===== src/gff_pkg.sv =====
package gff_pkg;

  localparam int unsigned FRAC_BITS = 16;
  localparam int unsigned GAIN_BITS = 24;

  localparam int unsigned ID_W     = 8;
  localparam int unsigned COORD_W  = 32;
  localparam int unsigned LAT_W    = 31;
  localparam int unsigned ACC_IN_W = 32;

  localparam int unsigned EST_W    = COORD_W + FRAC_BITS;
  localparam int unsigned GAIN_W   = GAIN_BITS + 1;
  localparam int unsigned MUL_LO_W = 32;
  localparam int unsigned CNT_W    = $clog2(GAIN_BITS);

  localparam logic [ID_W-1:0] MSG_POS = 8'd2;
  localparam logic [ID_W-1:0] MSG_PVT = 8'd7;

  localparam logic [GAIN_W-1:0] G_ONE  = {1'b1, {GAIN_BITS{1'b0}}};
  localparam logic [GAIN_W-1:0] G_HALF = {2'b01, {(GAIN_BITS - 1){1'b0}}};
  localparam logic [EST_W:0]    F_HALF = {{(EST_W - FRAC_BITS + 1){1'b0}}, 1'b1,
                                          {(FRAC_BITS - 1){1'b0}}};

  typedef enum logic [1:0] {
    OP_DIV = 2'd1,
    OP_MUL = 2'd2
  } op_e;

  typedef struct packed {
    logic start;
    op_e  op;
  } unit_req_t;

endpackage


===== src/gnss_fix_fusion_top.sv =====
// a first fix goes straight to the output step; a later fix first runs
// two 24-step restoring divisions and five two-pass multiplications
// in the one shared arithmetic unit
// one fix at a time, as the input stalls until the sequencer is back in idle; a stalled
// output holds the sequencer and the input
// reset: asynchronous, clears the estimate, the init flag and the output valid
module gnss_fix_fusion_top (
  input  logic                                 clk_i,
  input  logic                                 rst_ni,
  input  logic                                 in_valid_i,
  output logic                                 in_stall_o,
  input  logic        [gff_pkg::ID_W-1:0]      msg_id_i,
  input  logic signed [gff_pkg::COORD_W-1:0]   lon_in_i,
  input  logic signed [gff_pkg::LAT_W-1:0]     lat_in_i,
  input  logic signed [gff_pkg::COORD_W-1:0]   height_in_i,
  input  logic        [gff_pkg::ACC_IN_W-1:0]  h_acc_in_i,
  input  logic        [gff_pkg::ACC_IN_W-1:0]  v_acc_in_i,
  output logic                                 out_valid_o,
  input  logic                                 out_stall_i,
  output logic signed [gff_pkg::COORD_W-1:0]   fused_lon_o,
  output logic signed [gff_pkg::LAT_W-1:0]     fused_lat_o,
  output logic signed [gff_pkg::COORD_W-1:0]   fused_height_o,
  output logic        [gff_pkg::ACC_IN_W-1:0]  fused_h_acc_o,
  output logic        [gff_pkg::ACC_IN_W-1:0]  fused_v_acc_o,
  output logic                                 first_fix_o
);

  typedef enum logic [8:0] {
    S_IDLE     = 9'b000000001,
    S_DIV_V    = 9'b000000010,
    S_MUL_HGT  = 9'b000000100,
    S_MUL_VACC = 9'b000001000,
    S_DIV_H    = 9'b000010000,
    S_MUL_LAT  = 9'b000100000,
    S_MUL_LON  = 9'b001000000,
    S_MUL_HACC = 9'b010000000,
    S_OUT      = 9'b100000000
  } state_e;

  localparam int unsigned EW = gff_pkg::EST_W;
  localparam int unsigned FB = gff_pkg::FRAC_BITS;

  state_e                         state_q;
  logic                           busy_q;
  logic                           init_q;
  logic                           first_q;
  logic                           out_valid_q;
  logic [gff_pkg::GAIN_W-1:0]     gain_q;
  logic [EW-1:0]                  est_lon_q;
  logic [EW-1:0]                  est_lat_q;
  logic [EW-1:0]                  est_hgt_q;
  logic [EW-1:0]                  est_hacc_q;
  logic [EW-1:0]                  est_vacc_q;
  logic [EW-1:0]                  lon_q;
  logic [EW-1:0]                  lat_q;
  logic [EW-1:0]                  hgt_q;
  logic [EW-1:0]                  hacc_q;
  logic [EW-1:0]                  vacc_q;
  logic [gff_pkg::COORD_W-1:0]    o_lon_q;
  logic [gff_pkg::LAT_W-1:0]      o_lat_q;
  logic [gff_pkg::COORD_W-1:0]    o_hgt_q;
  logic [gff_pkg::ACC_IN_W-1:0]   o_hacc_q;
  logic [gff_pkg::ACC_IN_W-1:0]   o_vacc_q;
  logic                           o_first_q;

  logic [EW-1:0]                  lon_ext;
  logic [EW-1:0]                  lat_ext;
  logic [EW-1:0]                  hgt_ext;
  logic [EW-1:0]                  hacc_ext;
  logic [EW-1:0]                  vacc_ext;
  logic                           id_ok;
  logic                           op_state;
  logic                           out_free;
  logic [EW-1:0]                  est_sel;
  logic [EW-1:0]                  meas_sel;
  logic [EW:0]                    diff;
  logic [EW:0]                    diff_abs;
  logic                           diff_neg;
  logic [EW-1:0]                  est_upd;
  logic [EW:0]                    rnd_lon;
  logic [EW:0]                    rnd_lat;
  logic [EW:0]                    rnd_hgt;
  logic [EW:0]                    rnd_hacc;
  logic [EW:0]                    rnd_vacc;

  gff_pkg::unit_req_t             unit_req;
  logic [EW-1:0]                  unit_opa;
  logic [EW-1:0]                  unit_opb;
  logic [gff_pkg::GAIN_W-1:0]     unit_f;
  logic [EW-1:0]                  unit_res;
  logic                           unit_done;

  assign lon_ext  = {lon_in_i, {FB{1'b0}}};
  assign lat_ext  = {{(gff_pkg::COORD_W - gff_pkg::LAT_W){lat_in_i[gff_pkg::LAT_W-1]}},
                     lat_in_i, {FB{1'b0}}};
  assign hgt_ext  = {height_in_i, {FB{1'b0}}};
  assign hacc_ext = {h_acc_in_i, {FB{1'b0}}};
  assign vacc_ext = {v_acc_in_i, {FB{1'b0}}};

  always_comb begin
    id_ok = msg_id_i inside {gff_pkg::MSG_POS, gff_pkg::MSG_PVT};
  end

  assign in_stall_o = (state_q != S_IDLE);
  assign out_free   = !out_valid_q || !out_stall_i;
  assign op_state   = (state_q != S_IDLE) && (state_q != S_OUT);

  // measurement and estimate for the blend step
  always_comb begin
    case (state_q)
      S_MUL_HGT: begin
        est_sel  = est_hgt_q;
        meas_sel = hgt_q;
      end
      S_MUL_LAT: begin
        est_sel  = est_lat_q;
        meas_sel = lat_q;
      end
      default: begin
        est_sel  = est_lon_q;
        meas_sel = lon_q;
      end
    endcase
  end

  assign diff     = {meas_sel[EW-1], meas_sel} - {est_sel[EW-1], est_sel};
  assign diff_neg = diff[EW];
  assign diff_abs = diff_neg ? (~diff + 1'b1) : diff;
  assign est_upd  = diff_neg ? (est_sel - unit_res) : (est_sel + unit_res);

  always_comb begin
    unit_req.start = op_state && !busy_q;
    unit_req.op    = gff_pkg::OP_MUL;
    unit_opa       = diff_abs[EW-1:0];
    unit_opb       = '0;
    unit_f         = gain_q;
    case (state_q)
      S_DIV_V: begin
        unit_req.op = gff_pkg::OP_DIV;
        unit_opa    = est_vacc_q;
        unit_opb    = vacc_q;
      end
      S_DIV_H: begin
        unit_req.op = gff_pkg::OP_DIV;
        unit_opa    = est_hacc_q;
        unit_opb    = hacc_q;
      end
      S_MUL_VACC: begin
        unit_opa = est_vacc_q;
        unit_f   = gff_pkg::G_ONE - gain_q;
      end
      S_MUL_HACC: begin
        unit_opa = est_hacc_q;
        unit_f   = gff_pkg::G_ONE - gain_q;
      end
      default: begin
      end
    endcase
  end

  gff_unit u_unit (
    .clk_i  (clk_i),
    .rst_ni (rst_ni),
    .req_i  (unit_req),
    .opa_i  (unit_opa),
    .opb_i  (unit_opb),
    .f_i    (unit_f),
    .res_o  (unit_res),
    .done_o (unit_done)
  );

  always_ff @(posedge clk_i or negedge rst_ni) begin
    if (!rst_ni) begin
      state_q     <= S_IDLE;
      busy_q      <= 1'b0;
      init_q      <= 1'b0;
      first_q     <= 1'b0;
      out_valid_q <= 1'b0;
      gain_q      <= '0;
      est_lon_q   <= '0;
      est_lat_q   <= '0;
      est_hgt_q   <= '0;
      est_hacc_q  <= '0;
      est_vacc_q  <= '0;
    end else begin
      if (state_q == S_OUT && out_free) begin
        out_valid_q <= 1'b1;
      end else if (out_valid_q && !out_stall_i) begin
        out_valid_q <= 1'b0;
      end
      case (state_q)
        S_IDLE: begin
          if (in_valid_i && id_ok) begin
            if (!init_q) begin
              init_q     <= 1'b1;
              first_q    <= 1'b1;
              est_lon_q  <= lon_ext;
              est_lat_q  <= lat_ext;
              est_hgt_q  <= hgt_ext;
              est_hacc_q <= hacc_ext;
              est_vacc_q <= vacc_ext;
              state_q    <= S_OUT;
            end else begin
              first_q <= 1'b0;
              state_q <= S_DIV_V;
            end
          end
        end
        S_OUT: begin
          if (out_free) begin
            state_q <= S_IDLE;
          end
        end
        default: begin
          if (!busy_q) begin
            busy_q <= 1'b1;
          end else if (unit_done) begin
            busy_q <= 1'b0;
            case (state_q)
              S_DIV_V: begin
                gain_q  <= unit_res[gff_pkg::GAIN_W-1:0];
                state_q <= S_MUL_HGT;
              end
              S_MUL_HGT: begin
                est_hgt_q <= est_upd;
                state_q   <= S_MUL_VACC;
              end
              S_MUL_VACC: begin
                est_vacc_q <= unit_res;
                state_q    <= S_DIV_H;
              end
              S_DIV_H: begin
                gain_q  <= unit_res[gff_pkg::GAIN_W-1:0];
                state_q <= S_MUL_LAT;
              end
              S_MUL_LAT: begin
                est_lat_q <= est_upd;
                state_q   <= S_MUL_LON;
              end
              S_MUL_LON: begin
                est_lon_q <= est_upd;
                state_q   <= S_MUL_HACC;
              end
              S_MUL_HACC: begin
                est_hacc_q <= unit_res;
                state_q    <= S_OUT;
              end
              default: begin
                state_q <= S_IDLE;
              end
            endcase
          end
        end
      endcase
    end
  end

  // round to nearest, halves upward
  assign rnd_lon  = {est_lon_q[EW-1], est_lon_q} + gff_pkg::F_HALF;
  assign rnd_lat  = {est_lat_q[EW-1], est_lat_q} + gff_pkg::F_HALF;
  assign rnd_hgt  = {est_hgt_q[EW-1], est_hgt_q} + gff_pkg::F_HALF;
  assign rnd_hacc = {1'b0, est_hacc_q} + gff_pkg::F_HALF;
  assign rnd_vacc = {1'b0, est_vacc_q} + gff_pkg::F_HALF;

  always_ff @(posedge clk_i) begin
    if (state_q == S_IDLE && in_valid_i) begin
      lon_q  <= lon_ext;
      lat_q  <= lat_ext;
      hgt_q  <= hgt_ext;
      hacc_q <= hacc_ext;
      vacc_q <= vacc_ext;
    end
    if (state_q == S_OUT && out_free) begin
      o_lon_q   <= rnd_lon[FB +: gff_pkg::COORD_W];
      o_lat_q   <= rnd_lat[FB +: gff_pkg::LAT_W];
      o_hgt_q   <= rnd_hgt[FB +: gff_pkg::COORD_W];
      o_hacc_q  <= rnd_hacc[FB +: gff_pkg::ACC_IN_W];
      o_vacc_q  <= rnd_vacc[FB +: gff_pkg::ACC_IN_W];
      o_first_q <= first_q;
    end
  end

  assign out_valid_o    = out_valid_q;
  assign fused_lon_o    = o_lon_q;
  assign fused_lat_o    = o_lat_q;
  assign fused_height_o = o_hgt_q;
  assign fused_h_acc_o  = o_hacc_q;
  assign fused_v_acc_o  = o_vacc_q;
  assign first_fix_o    = o_first_q;

  a_done_when_busy: assert property (@(posedge clk_i) disable iff (!rst_ni)
    unit_done |-> busy_q)
    else $error("unit result without a pending request");

  a_out_from_seq: assert property (@(posedge clk_i) disable iff (!rst_ni)
    $rose(out_valid_o) |-> $past(state_q == S_OUT))
    else $error("output valid raised outside the output step");

  a_gain_range: assert property (@(posedge clk_i) disable iff (!rst_ni)
    (busy_q && unit_done && (state_q == S_DIV_V || state_q == S_DIV_H))
      |-> (unit_res <= EW'(gff_pkg::G_ONE)))
    else $error("gain above one");

  a_vacc_shrinks: assert property (@(posedge clk_i) disable iff (!rst_ni)
    (busy_q && unit_done && state_q == S_MUL_VACC)
      |=> (est_vacc_q <= $past(est_vacc_q)))
    else $error("vertical accuracy grew on update");

endmodule


===== src/gff_unit.sv =====
module gff_unit (
  input  logic                            clk_i,
  input  logic                            rst_ni,
  input  gff_pkg::unit_req_t              req_i,
  input  logic [gff_pkg::EST_W-1:0]       opa_i,
  input  logic [gff_pkg::EST_W-1:0]       opb_i,
  input  logic [gff_pkg::GAIN_W-1:0]      f_i,
  output logic [gff_pkg::EST_W-1:0]       res_o,
  output logic                            done_o
);

  localparam int unsigned D_W    = gff_pkg::EST_W + 1;
  localparam int unsigned R_W    = gff_pkg::EST_W + 2;
  localparam int unsigned PROD_W = gff_pkg::MUL_LO_W + gff_pkg::GAIN_W;
  localparam int unsigned SUM_W  = gff_pkg::EST_W + gff_pkg::GAIN_BITS + 1;
  localparam int unsigned HI_W   = gff_pkg::EST_W - gff_pkg::MUL_LO_W;

  typedef enum logic [3:0] {
    U_IDLE = 4'b0001,
    U_DIV  = 4'b0010,
    U_MUL1 = 4'b0100,
    U_MUL2 = 4'b1000
  } ustate_e;

  ustate_e                        state_q;
  logic                           done_q;
  logic                           done_d;
  logic [D_W-1:0]                 d_q;
  logic [R_W-1:0]                 r_q;
  logic [gff_pkg::GAIN_BITS-1:0]  q_q;
  logic [gff_pkg::CNT_W-1:0]      cnt_q;
  logic [gff_pkg::EST_W-1:0]      mag_q;
  logic [gff_pkg::GAIN_W-1:0]     f_q;
  logic [PROD_W-1:0]              prod_q;
  logic [SUM_W-1:0]               acc_q;
  logic [gff_pkg::EST_W-1:0]      res_q;

  logic [D_W-1:0]                 d_sum;
  logic [R_W-1:0]                 r_sh;
  logic                           r_ge;
  logic [R_W-1:0]                 r_nx;
  logic [gff_pkg::GAIN_BITS-1:0]  q_nx;
  logic [gff_pkg::MUL_LO_W-1:0]   mul_a;
  logic [gff_pkg::GAIN_W-1:0]     mul_f;
  logic [PROD_W-1:0]              prod;
  logic [SUM_W-1:0]               acc_fin;

  assign d_sum   = {1'b0, opa_i} + {1'b0, opb_i};
  assign r_sh    = {r_q[R_W-2:0], 1'b0};
  assign r_ge    = r_sh >= R_W'(d_q);
  assign r_nx    = r_ge ? (r_sh - R_W'(d_q)) : r_sh;
  assign q_nx    = {q_q[gff_pkg::GAIN_BITS-2:0], r_ge};
  assign mul_a   = (state_q == U_MUL1)
                   ? {{(gff_pkg::MUL_LO_W - HI_W){1'b0}},
                      mag_q[gff_pkg::EST_W-1:gff_pkg::MUL_LO_W]}
                   : opa_i[gff_pkg::MUL_LO_W-1:0];
  assign mul_f   = (state_q == U_MUL1) ? f_q : f_i;
  assign prod    = PROD_W'(mul_a) * PROD_W'(mul_f);
  assign acc_fin = acc_q + (SUM_W'(prod_q) << gff_pkg::MUL_LO_W);

  always_comb begin
    done_d = 1'b0;
    case (state_q)
      U_IDLE: begin
        if (req_i.start) begin
          if (req_i.op == gff_pkg::OP_DIV) begin
            done_d = (d_sum == '0) || (opb_i == '0);
          end else begin
            done_d = (f_i >= gff_pkg::G_ONE);
          end
        end
      end
      U_DIV: begin
        done_d = (cnt_q == gff_pkg::CNT_W'(gff_pkg::GAIN_BITS - 1));
      end
      U_MUL2: begin
        done_d = 1'b1;
      end
      default: begin
        done_d = 1'b0;
      end
    endcase
  end

  always_ff @(posedge clk_i or negedge rst_ni) begin
    if (!rst_ni) begin
      state_q <= U_IDLE;
      done_q  <= 1'b0;
    end else begin
      done_q <= done_d;
      case (state_q)
        U_IDLE: begin
          if (req_i.start) begin
            if (req_i.op == gff_pkg::OP_DIV) begin
              if (d_sum != '0 && opb_i != '0) begin
                state_q <= U_DIV;
              end
            end else begin
              if (f_i < gff_pkg::G_ONE) begin
                state_q <= U_MUL1;
              end
            end
          end
        end
        U_DIV: begin
          if (cnt_q == gff_pkg::CNT_W'(gff_pkg::GAIN_BITS - 1)) begin
            state_q <= U_IDLE;
          end
        end
        U_MUL1: begin
          state_q <= U_MUL2;
        end
        U_MUL2: begin
          state_q <= U_IDLE;
        end
        default: begin
          state_q <= U_IDLE;
        end
      endcase
    end
  end

  always_ff @(posedge clk_i) begin
    case (state_q)
      U_IDLE: begin
        if (req_i.start) begin
          if (req_i.op == gff_pkg::OP_DIV) begin
            if (d_sum == '0) begin
              res_q <= '0;
            end else if (opb_i == '0) begin
              res_q <= gff_pkg::EST_W'(gff_pkg::G_ONE);
            end
            d_q   <= d_sum;
            r_q   <= R_W'(opa_i);
            q_q   <= '0;
            cnt_q <= '0;
          end else begin
            if (f_i >= gff_pkg::G_ONE) begin
              res_q <= opa_i;
            end
            mag_q  <= opa_i;
            f_q    <= f_i;
            prod_q <= prod;
          end
        end
      end
      U_DIV: begin
        r_q   <= r_nx;
        q_q   <= q_nx;
        cnt_q <= cnt_q + 1'b1;
        if (cnt_q == gff_pkg::CNT_W'(gff_pkg::GAIN_BITS - 1)) begin
          res_q <= gff_pkg::EST_W'(q_nx);
        end
      end
      U_MUL1: begin
        acc_q  <= SUM_W'(prod_q) + SUM_W'(gff_pkg::G_HALF);
        prod_q <= prod;
      end
      U_MUL2: begin
        res_q <= acc_fin[gff_pkg::GAIN_BITS +: gff_pkg::EST_W];
      end
      default: begin
      end
    endcase
  end

  assign res_o  = res_q;
  assign done_o = done_q;

endmodule


===== config.mk =====
export PLATFORM = sky130hd
export DESIGN_NAME = gnss_fix_fusion_top
export DESIGN_NICKNAME = d
export VERILOG_FILES = /design/src/gff_pkg.sv /design/src/gnss_fix_fusion_top.sv /design/src/gff_unit.sv
export SDC_FILE = /design/constraint.sdc
export NUM_CORES = 2
export LEC_CHECK = 0
export BUFFER_PORTS_ARGS = -buffer_cell sky130_fd_sc_hd__buf_2
export CAP_MARGIN = 30
export CELL_PAD_IN_SITES_DETAIL_PLACEMENT = 1
export CELL_PAD_IN_SITES_GLOBAL_PLACEMENT = 2
export CORE_ASPECT_RATIO = 1.25
export CORE_MARGIN = 1.5
export CORE_UTILIZATION = 37
export CTS_CLUSTER_DIAMETER = 150
export CTS_CLUSTER_SIZE = 24
export DETAILED_ROUTE_END_ITERATION = 10
export PLACE_DENSITY = 0.88
export RECOVER_POWER = 25
export SLEW_MARGIN = 5
export SYNTH_ARGS = -nofsm -noshare
export SYNTH_HDL_FRONTEND = slang
export SYNTH_SLANG_ARGS = --single-unit
export TNS_END_PERCENT = 50

===== constraint.sdc =====
create_clock -name clk_i -period 13.5 [get_ports clk_i]
set_clock_uncertainty 0.2 [all_clocks]
set_input_delay 2.025 -clock clk_i [delete_from_list [all_inputs] [get_ports clk_i]]
set_output_delay 2.025 -clock clk_i [all_outputs]
set_load 0.01 [all_outputs]

# Yosys cells after proc, flatten, opt, wreduce, memory -nomap -nowiden
# Index checks and enable logic that the tools add are counted.
totals:
  out_inout_bits: 162
  in_bits: 171
  word_cells: 216
  register_bits: 964
op_classes:
  reduce_logical: 49
  bitwise: 4
  addsub: 15
  n_mul: 1
  eq_ne: 30
  order_cmp: 3
  n_mux: 81
op_table:
  columns: ["operator", "n"]
  rows:
  - ["$mux 48", 33]
  - ["$pmux 48 s2", 9]
  - ["$mux 49", 3]
  - ["$pmux 48 s3", 1]
  - ["$mux 57", 2]
  - ["$pmux 57 s2", 1]
  - ["$pmux 49 s2", 1]
  - ["$add 48x16->48 const B", 2]
  - ["$add 48x17->48 const B", 2]
  - ["$add 58x72->72", 1]
  - ["$pmux 9 s7", 1]
  - ["$add 57x24->58 const B", 1]
  - ["$mul 32x25->57", 1]
  - ["$ge 50x49->1", 1]
  - ["$mux 25", 2]
  - ["$add 48x48->49", 1]
  - ["$logic_not 49->1", 1]
  - ["$reduce_bool 49->1", 1]
  - ["$sub 48x48->49", 1]
  - ["$sub 49x49->49", 1]
  - ["$add 48x1->48 const B", 1]
  - ["$add 48x48->48", 1]
  - ["$logic_not 48->1", 1]
  - ["$not 48->48", 1]
  - ["other kinds (55)", 113]

# Logic depth before layout (Yosys ltp)
logic_depth:
  depth_word: 14
  ltp_mapped: 63
  depth_no_buf: 55

# By module
# Synthesis repeated with hierarchy kept, for this count alone.
hier_totals:
  hier_cells: 8391
  hier_area_um2: 79374.9
modules_own_cells:
  columns: ["module", "n_inst", "seq_area_each_um2", "cells_per_inst", "area_each_um2"]
  rows:
  - ["gff_unit", 1, 9315.2, 4834, 45010.7]
  - ["gnss_fix_fusion_top", 1, 16537.1, 3557, 34364.2]

# Worst setup path before layout
# Ideal clock, no wire load.
synth_timing:
  kind: "reg-to-reg"
  start: "register state_q[4]"
  end: "register u_unit.prod_q[53], data pin"
  t_required_ps: 13041
  path_stages_with_launch: 60
  period_less_slack_ps: 13566
  path_buffers: 9
  path_slack_ps: -66
  setup_time_ps: 259
  arrival_time_ps: 13108
  path_cell_list: "dfrtp_1 -> buf_6 -> or4_4 -> buf_6 -> buf_6 -> nor3_2 -> nor2_1 -> buf_2 -> clkbuf_1 -> clkbuf_1 -> clkbuf_1 -> nand2_1 -> nand2_1 -> ha_1 -> a21o_1 -> a21oi_1 -> o21bai_1 -> a21o_1 -> [... 24 more ...] -> inv_1 -> fa_1 -> inv_1 -> ha_1 -> and3_1 -> nand3_1 -> or4_1 -> o221a_2 -> o211ai_1 -> a21oi_1 -> o311a_1 -> o311ai_0 -> a221o_1 -> a31o_2 -> a21o_1 -> a21o_1 -> a21oi_1 -> xnor2_1"
synth_between:
  elab_chain_cells: 12
  elab_cells_between_ends: 23
  classes_between: "add/sub: 2; mul: 1; eq/ne: 6; mux: 10; bitwise: 1; reduce/logical: 3"
synth_rtl:
  columns: ["element", "line_no", "text"]
  rows:
  - ["start, declared", "gnss_fix_fusion_top.sv:43", "state_e state_q;"]
  - ["start signal, assigned", "gnss_fix_fusion_top.sv:174", "state_q <= S_IDLE;"]
  - ["start signal, assigned", "gnss_fix_fusion_top.sv:202", "state_q <= S_OUT;"]
  - ["start signal, assigned", "gnss_fix_fusion_top.sv:205", "state_q <= S_DIV_V;"]
  - ["$eq 9x6->1 / $eq 9x3->1 (equally long branches)", "gnss_fix_fusion_top.sv:110", "case (state_q)"]
  - ["$pmux 48 s2", "gnss_fix_fusion_top.sv:110", null]
  - ["$sub 48x48->49", "gnss_fix_fusion_top.sv:126", "assign diff = {meas_sel[EW-1], meas_sel} - {est_sel[EW-1], est_sel};"]
  - ["$not 48->48", "gnss_fix_fusion_top.sv:128", "assign diff_abs = diff_neg ? (~diff + 1'b1) : diff;"]
  - ["$add 48x1->48", "gnss_fix_fusion_top.sv:128", null]
  - ["$mux 48", "gnss_fix_fusion_top.sv:128", null]
  - ["$pmux 48 s2", "gnss_fix_fusion_top.sv:137", "case (state_q)"]
  - ["$mux 32", "gff_unit.sv:54", "? {{(gff_pkg::MUL_LO_W - HI_W){1'b0}},"]
  - ["$mul 32x25->57 (*)", "gff_unit.sv:58", "assign prod = PROD_W'(mul_a) * PROD_W'(mul_f);"]
  - ["via u_unit.prod[53]", "gff_unit.sv:45", "logic [PROD_W-1:0] prod;"]
  - ["$mux 57", "gff_unit.sv:127", "if (req_i.op == gff_pkg::OP_DIV) begin"]
  - ["$mux 57", "gff_unit.sv:126", "if (req_i.start) begin"]
  - ["$pmux 57 s2 (*)", "gff_unit.sv:124", "case (state_q)"]
  - ["end signal, assigned", "gff_unit.sv:143", "prod_q <= prod;"]
  - ["end signal, assigned", "gff_unit.sv:157", "prod_q <= prod;"]
  - ["end, declared", "gff_unit.sv:34", "logic [PROD_W-1:0] prod_q;"]
# The timed path passes the listed nets; every way through them passes the cells marked *. The select of a mux whose other input is x is not followed.
# A chain may end at the register's enable or synchronous reset.

# Worst setup path after layout
layout_timing:
  start: "register state_q[7]"
  end: "register u_unit.prod_q[54], data pin"
# The elaborated chain is that of the path after synthesis.

==> impl_metrics.ini <==
[critical_path]
critPathLaunchType = flip-flop
timing.critical_path.arrival_ns = 13.36
worst-setup-path-type = flip-flop to flip-flop
critical_path.startpoint = state_q[7]
required_arrival_time_at_the_worst_endpoint_ns = 13.72
critPathTopFamily = adder cells
crit-reg2reg-launch = state_q[7]
setup.worst_path.end_class = flip-flop
cp_num_buf_inv = 16
cpMaxStageDelayCell = or4_4
slowest_stage_delay_cp_ns = 0.59
crit_path_frequent_cell = buf_4
timing.critical_path.fanout_max = 34

[power_and_ir_drop]
power.switching_fraction = 0.2385
maximum_resistive_drop_on_vdd_mv = 0.1167
p_int_mw = 3.655
combPwrFrac = 0.043
sequential_power_share = 0.616
power_switching_mw = 1.145
power.leakage_nw = 37.50
power.share.clock = 0.341
p_total_mw = 4.800
powerDensity_nw_per_um2 = 56.25

[routing]
wl_um = 308700
drt_drc_violations_left = 0
routed_via_density = 5.687
dr.pass1.iters = 8
detailroute.via_count = 63939
detail_route.wl_per_cell_um = 27.45
route.antenna.remaining_nets = 0
drt_first_iter_violations = 5343

[clock_network]
cts.htree.levels = 2
cts-root-buf = clkbuf_16
clock_tree.buffer_depth = 3
cts.clk_slew.worst_paths_ns = 0.10
clk-insertion-delay-late_ns = 0.69
hold_buffers = 0
clock_sinks = 908
number_of_buffers_inserted_during_clock_tree_synthesis = 44
clock_tree_from_tritoncts = built

[sta]
post-route-period-util = 0.9726
tightest_slew_margin_relative_to_the_limit = -1.705
setup_viol = 0
worst_pin_slew_ns = 4.058
slew_violations = 127
hold_viol = 0
max_clock_freq_ghz = 0.07616
postLayoutSetupSlackWorst_ns = 0.3695
rsz0062_at_grt = true
post-route-min-period_ns = 13.13
fin_hold_ws_ns = 0.2880

[finish]
area.growth.synth_to_final_pct = 11.79
finalInstanceArea_um2 = 85340
drive_gt1_frac = 0.1020
layout.cells.most_common_list = nand2_1, inv_1, nor2_1
post_layout_nonfiller_instances = 11243
final_common_cell = nand2_1
final_net_count = 9719

[synth]
ys_types = 111
ys_async_sr_fraction = 0.3117
synth.net_count = 9264
synth_simple_gate_area_share = 0.1537
xor_xnor_share_of_the_synthesized_area = 0.05933
netlist_area_um2 = 76340
synth.yosys.seq_area_share = 0.3386
primary_flip_flop_cell_chosen_by_synthesis_mapping = edfxtp_1
synthCells = 8022
post_synth_mux_area_share = 0.006064
number_of_enable_type_register_cells_in_the_synthesized_netlist = 625
synth.yosys.warnings = 0
syn_avg_cell_area_um2 = 9.517
synthAdderAreaFrac = 0.2440
yosys_register_bits = 908
synth_compound_gate_area_share = 0.1325
synth_top_family_by_area = adder cells

[global_route]
grt_pass1_vias = 67922
global_route.overflow_total = 0
grt_pass1_wl_um = 449800
grt_max_degree = 146
track_usage = 0.2890
antenna_violations_before_repair = 16

[placed_design]
io_buffer_count = 332
place_ws_ns = -0.4732
dp_wirelength_um = 245700
place_area_um2 = 83520
count_of_placed_standard_cells_including_taps = 11120
gp_congestion = 0.9855

[floorplan]
num_io_pins = 333
die_ar_um2 = 209100
row_cnt = 186
floorplan.initialDensity = 0.3719
floorplan.die.height_um = 510.9
chipWidth_um = 409.3
core_area_um2 = 205300

[status]
outcome = finished with violations
violated_checks = max-capacitance violations, max-slew violations

[job]
number_of_max_cap_violations = 2

[worst_hold_path]
min-delay-start = est_lat_q[2]
min_delay_worst_type = flip-flop to flip-flop
-- tightest hold or removal path: cells and delay by family (launching register included) --
family	cells	cell delay [ns]
flip-flops	1	0.35
AO/OA/AOI/OAI	1	0.06
AND/OR/NAND/NOR	1	0.04
-- cell usage after synthesis (18+ instances only) --
cell / n / area share
o21a_1: 54 / 0.0053
and4_1: 20 / 0.0023
a21oi_1: 464 / 0.030
or3_1: 41 / 0.0034
nand4_1: 52 / 0.0043
o21ai_1: 22 / 0.0014
nor4_1: 35 / 0.0029
a31oi_1: 28 / 0.0023
mux2_2: 26 / 0.0038
o21ai_0: 408 / 0.027
a221o_1: 28 / 0.0037
o22ai_1: 26 / 0.0021
a22o_1: 48 / 0.0055
xor2_1: 161 / 0.018
ha_1: 380 / 0.062
buf_1: 24 / 0.0012
nand3_1: 155 / 0.010
nand3b_1: 20 / 0.0020
nand2_1: 979 / 0.048
nand2b_1: 62 / 0.0051
dfrtp_1: 281 / 0.092
nor3_1: 73 / 0.0048
and3_1: 83 / 0.0068
fa_1: 691 / 0.18
o31ai_1: 35 / 0.0034
or2_2: 39 / 0.0032
clkbuf_1: 291 / 0.014
inv_1: 976 / 0.048
a211oi_1: 79 / 0.0078
nor2_1: 765 / 0.038
o21bai_1: 47 / 0.0046
nor2b_1: 50 / 0.0041
a221oi_1: 39 / 0.0045
xnor2_1: 349 / 0.040
a21o_1: 106 / 0.010
buf_2: 18 / 0.0012
a22oi_1: 48 / 0.0047
edfxtp_1: 625 / 0.25
and2_1: 106 / 0.0087
and2_0: 28 / 0.0023
-- per-layer routing --
metal / vias to the layer above / global-route usage / share of wire
met5: - / 0 / 0.00015
met4: 6 / 0.1823 / 0.076
met3: 803 / 0.03541 / 0.063
met2: 2543 / 0.5001 / 0.49
met1: 32759 / 0.3385 / 0.37
li1: 27828 / - / -
-- state kept, by name (all words and copies together) (netlist names), 34 cells and up --
signal	flops
est_lat_q	48
u_unit.d_q	49
u_unit.r_q	49
est_hacc_q	48
u_unit.acc_q	34
est_lon_q	48
est_vacc_q	48
est_hgt_q	48
u_unit.prod_q	57
u_unit.res_o	48
-- layout make-up --
| class | count | area, um^2 |
|---|---|---|
| fill | 23621 | 119900 |
| clock buffer | 76 | 1242 |
| clock inverter | 6 | 56.30 |
| multi-input combinational | 5790 | 46010 |
| antenna | 4 | 10.01 |
| tap | 2726 | 3411 |
| sequential | 908 | 25850 |
| inverter | 987 | 3705 |
| timing repair buffer | 746 | 5056 |
-- power by group through the flow --
stage	clock [mW]	combinational (mW)	sequential, mW
after floorplan	0	0.0552	3.02
after global placement	0	0.197	3.02
after detailed placement	0	0.200	3.02
after CTS	1.65	0.201	2.96
after global routing	1.72	0.209	2.96
final	1.64	0.204	2.96
-- logic make-up after synthesis --
logic type               Yosys count
AND/OR/NAND/NOR                 2575
AO/OA/AOI/OAI                   1584
buffers and inverters           1324
adder cells (fa/ha/maj)         1075
flip-flops                       908
XOR/XNOR                         513
multiplexers                      43
-- repair_timing --
action | CTS | global route
setup buffers | 0 | 27
setup endpoints to repair | 14 | 17
pin swaps | 0 | 23
cloned | 0 | 5
gates resized for setup | 19 | 66
-- through the flow --
stage / TNS (ns) / utilization
2_1_floorplan: 0 / -
3_3_place_gp: -0.7028 / 0.4064
3_5_place_dp: -2.443 / 0.4069
4_1_cts: 0 / 0.4135
5_1_grt: -0.1654 / 0.4157
6_report: 0 / 0.4158
-- final timing paths --
check                                    end  slack (ns)  depth (start not counted)
max in group asynchronous         gain_q[10]        9.51                          3
hold reg to reg                 est_lat_q[2]        0.29                          2
setup / recovery           u_unit.prod_q[54]        0.37                         54
min in group asynchronous      est_lon_q[47]        1.19                          1
setup reg to reg           u_unit.prod_q[54]        0.37                         54
hold / removal                  est_lat_q[2]        0.29                          2
Power figures use the tool's default switching activity.
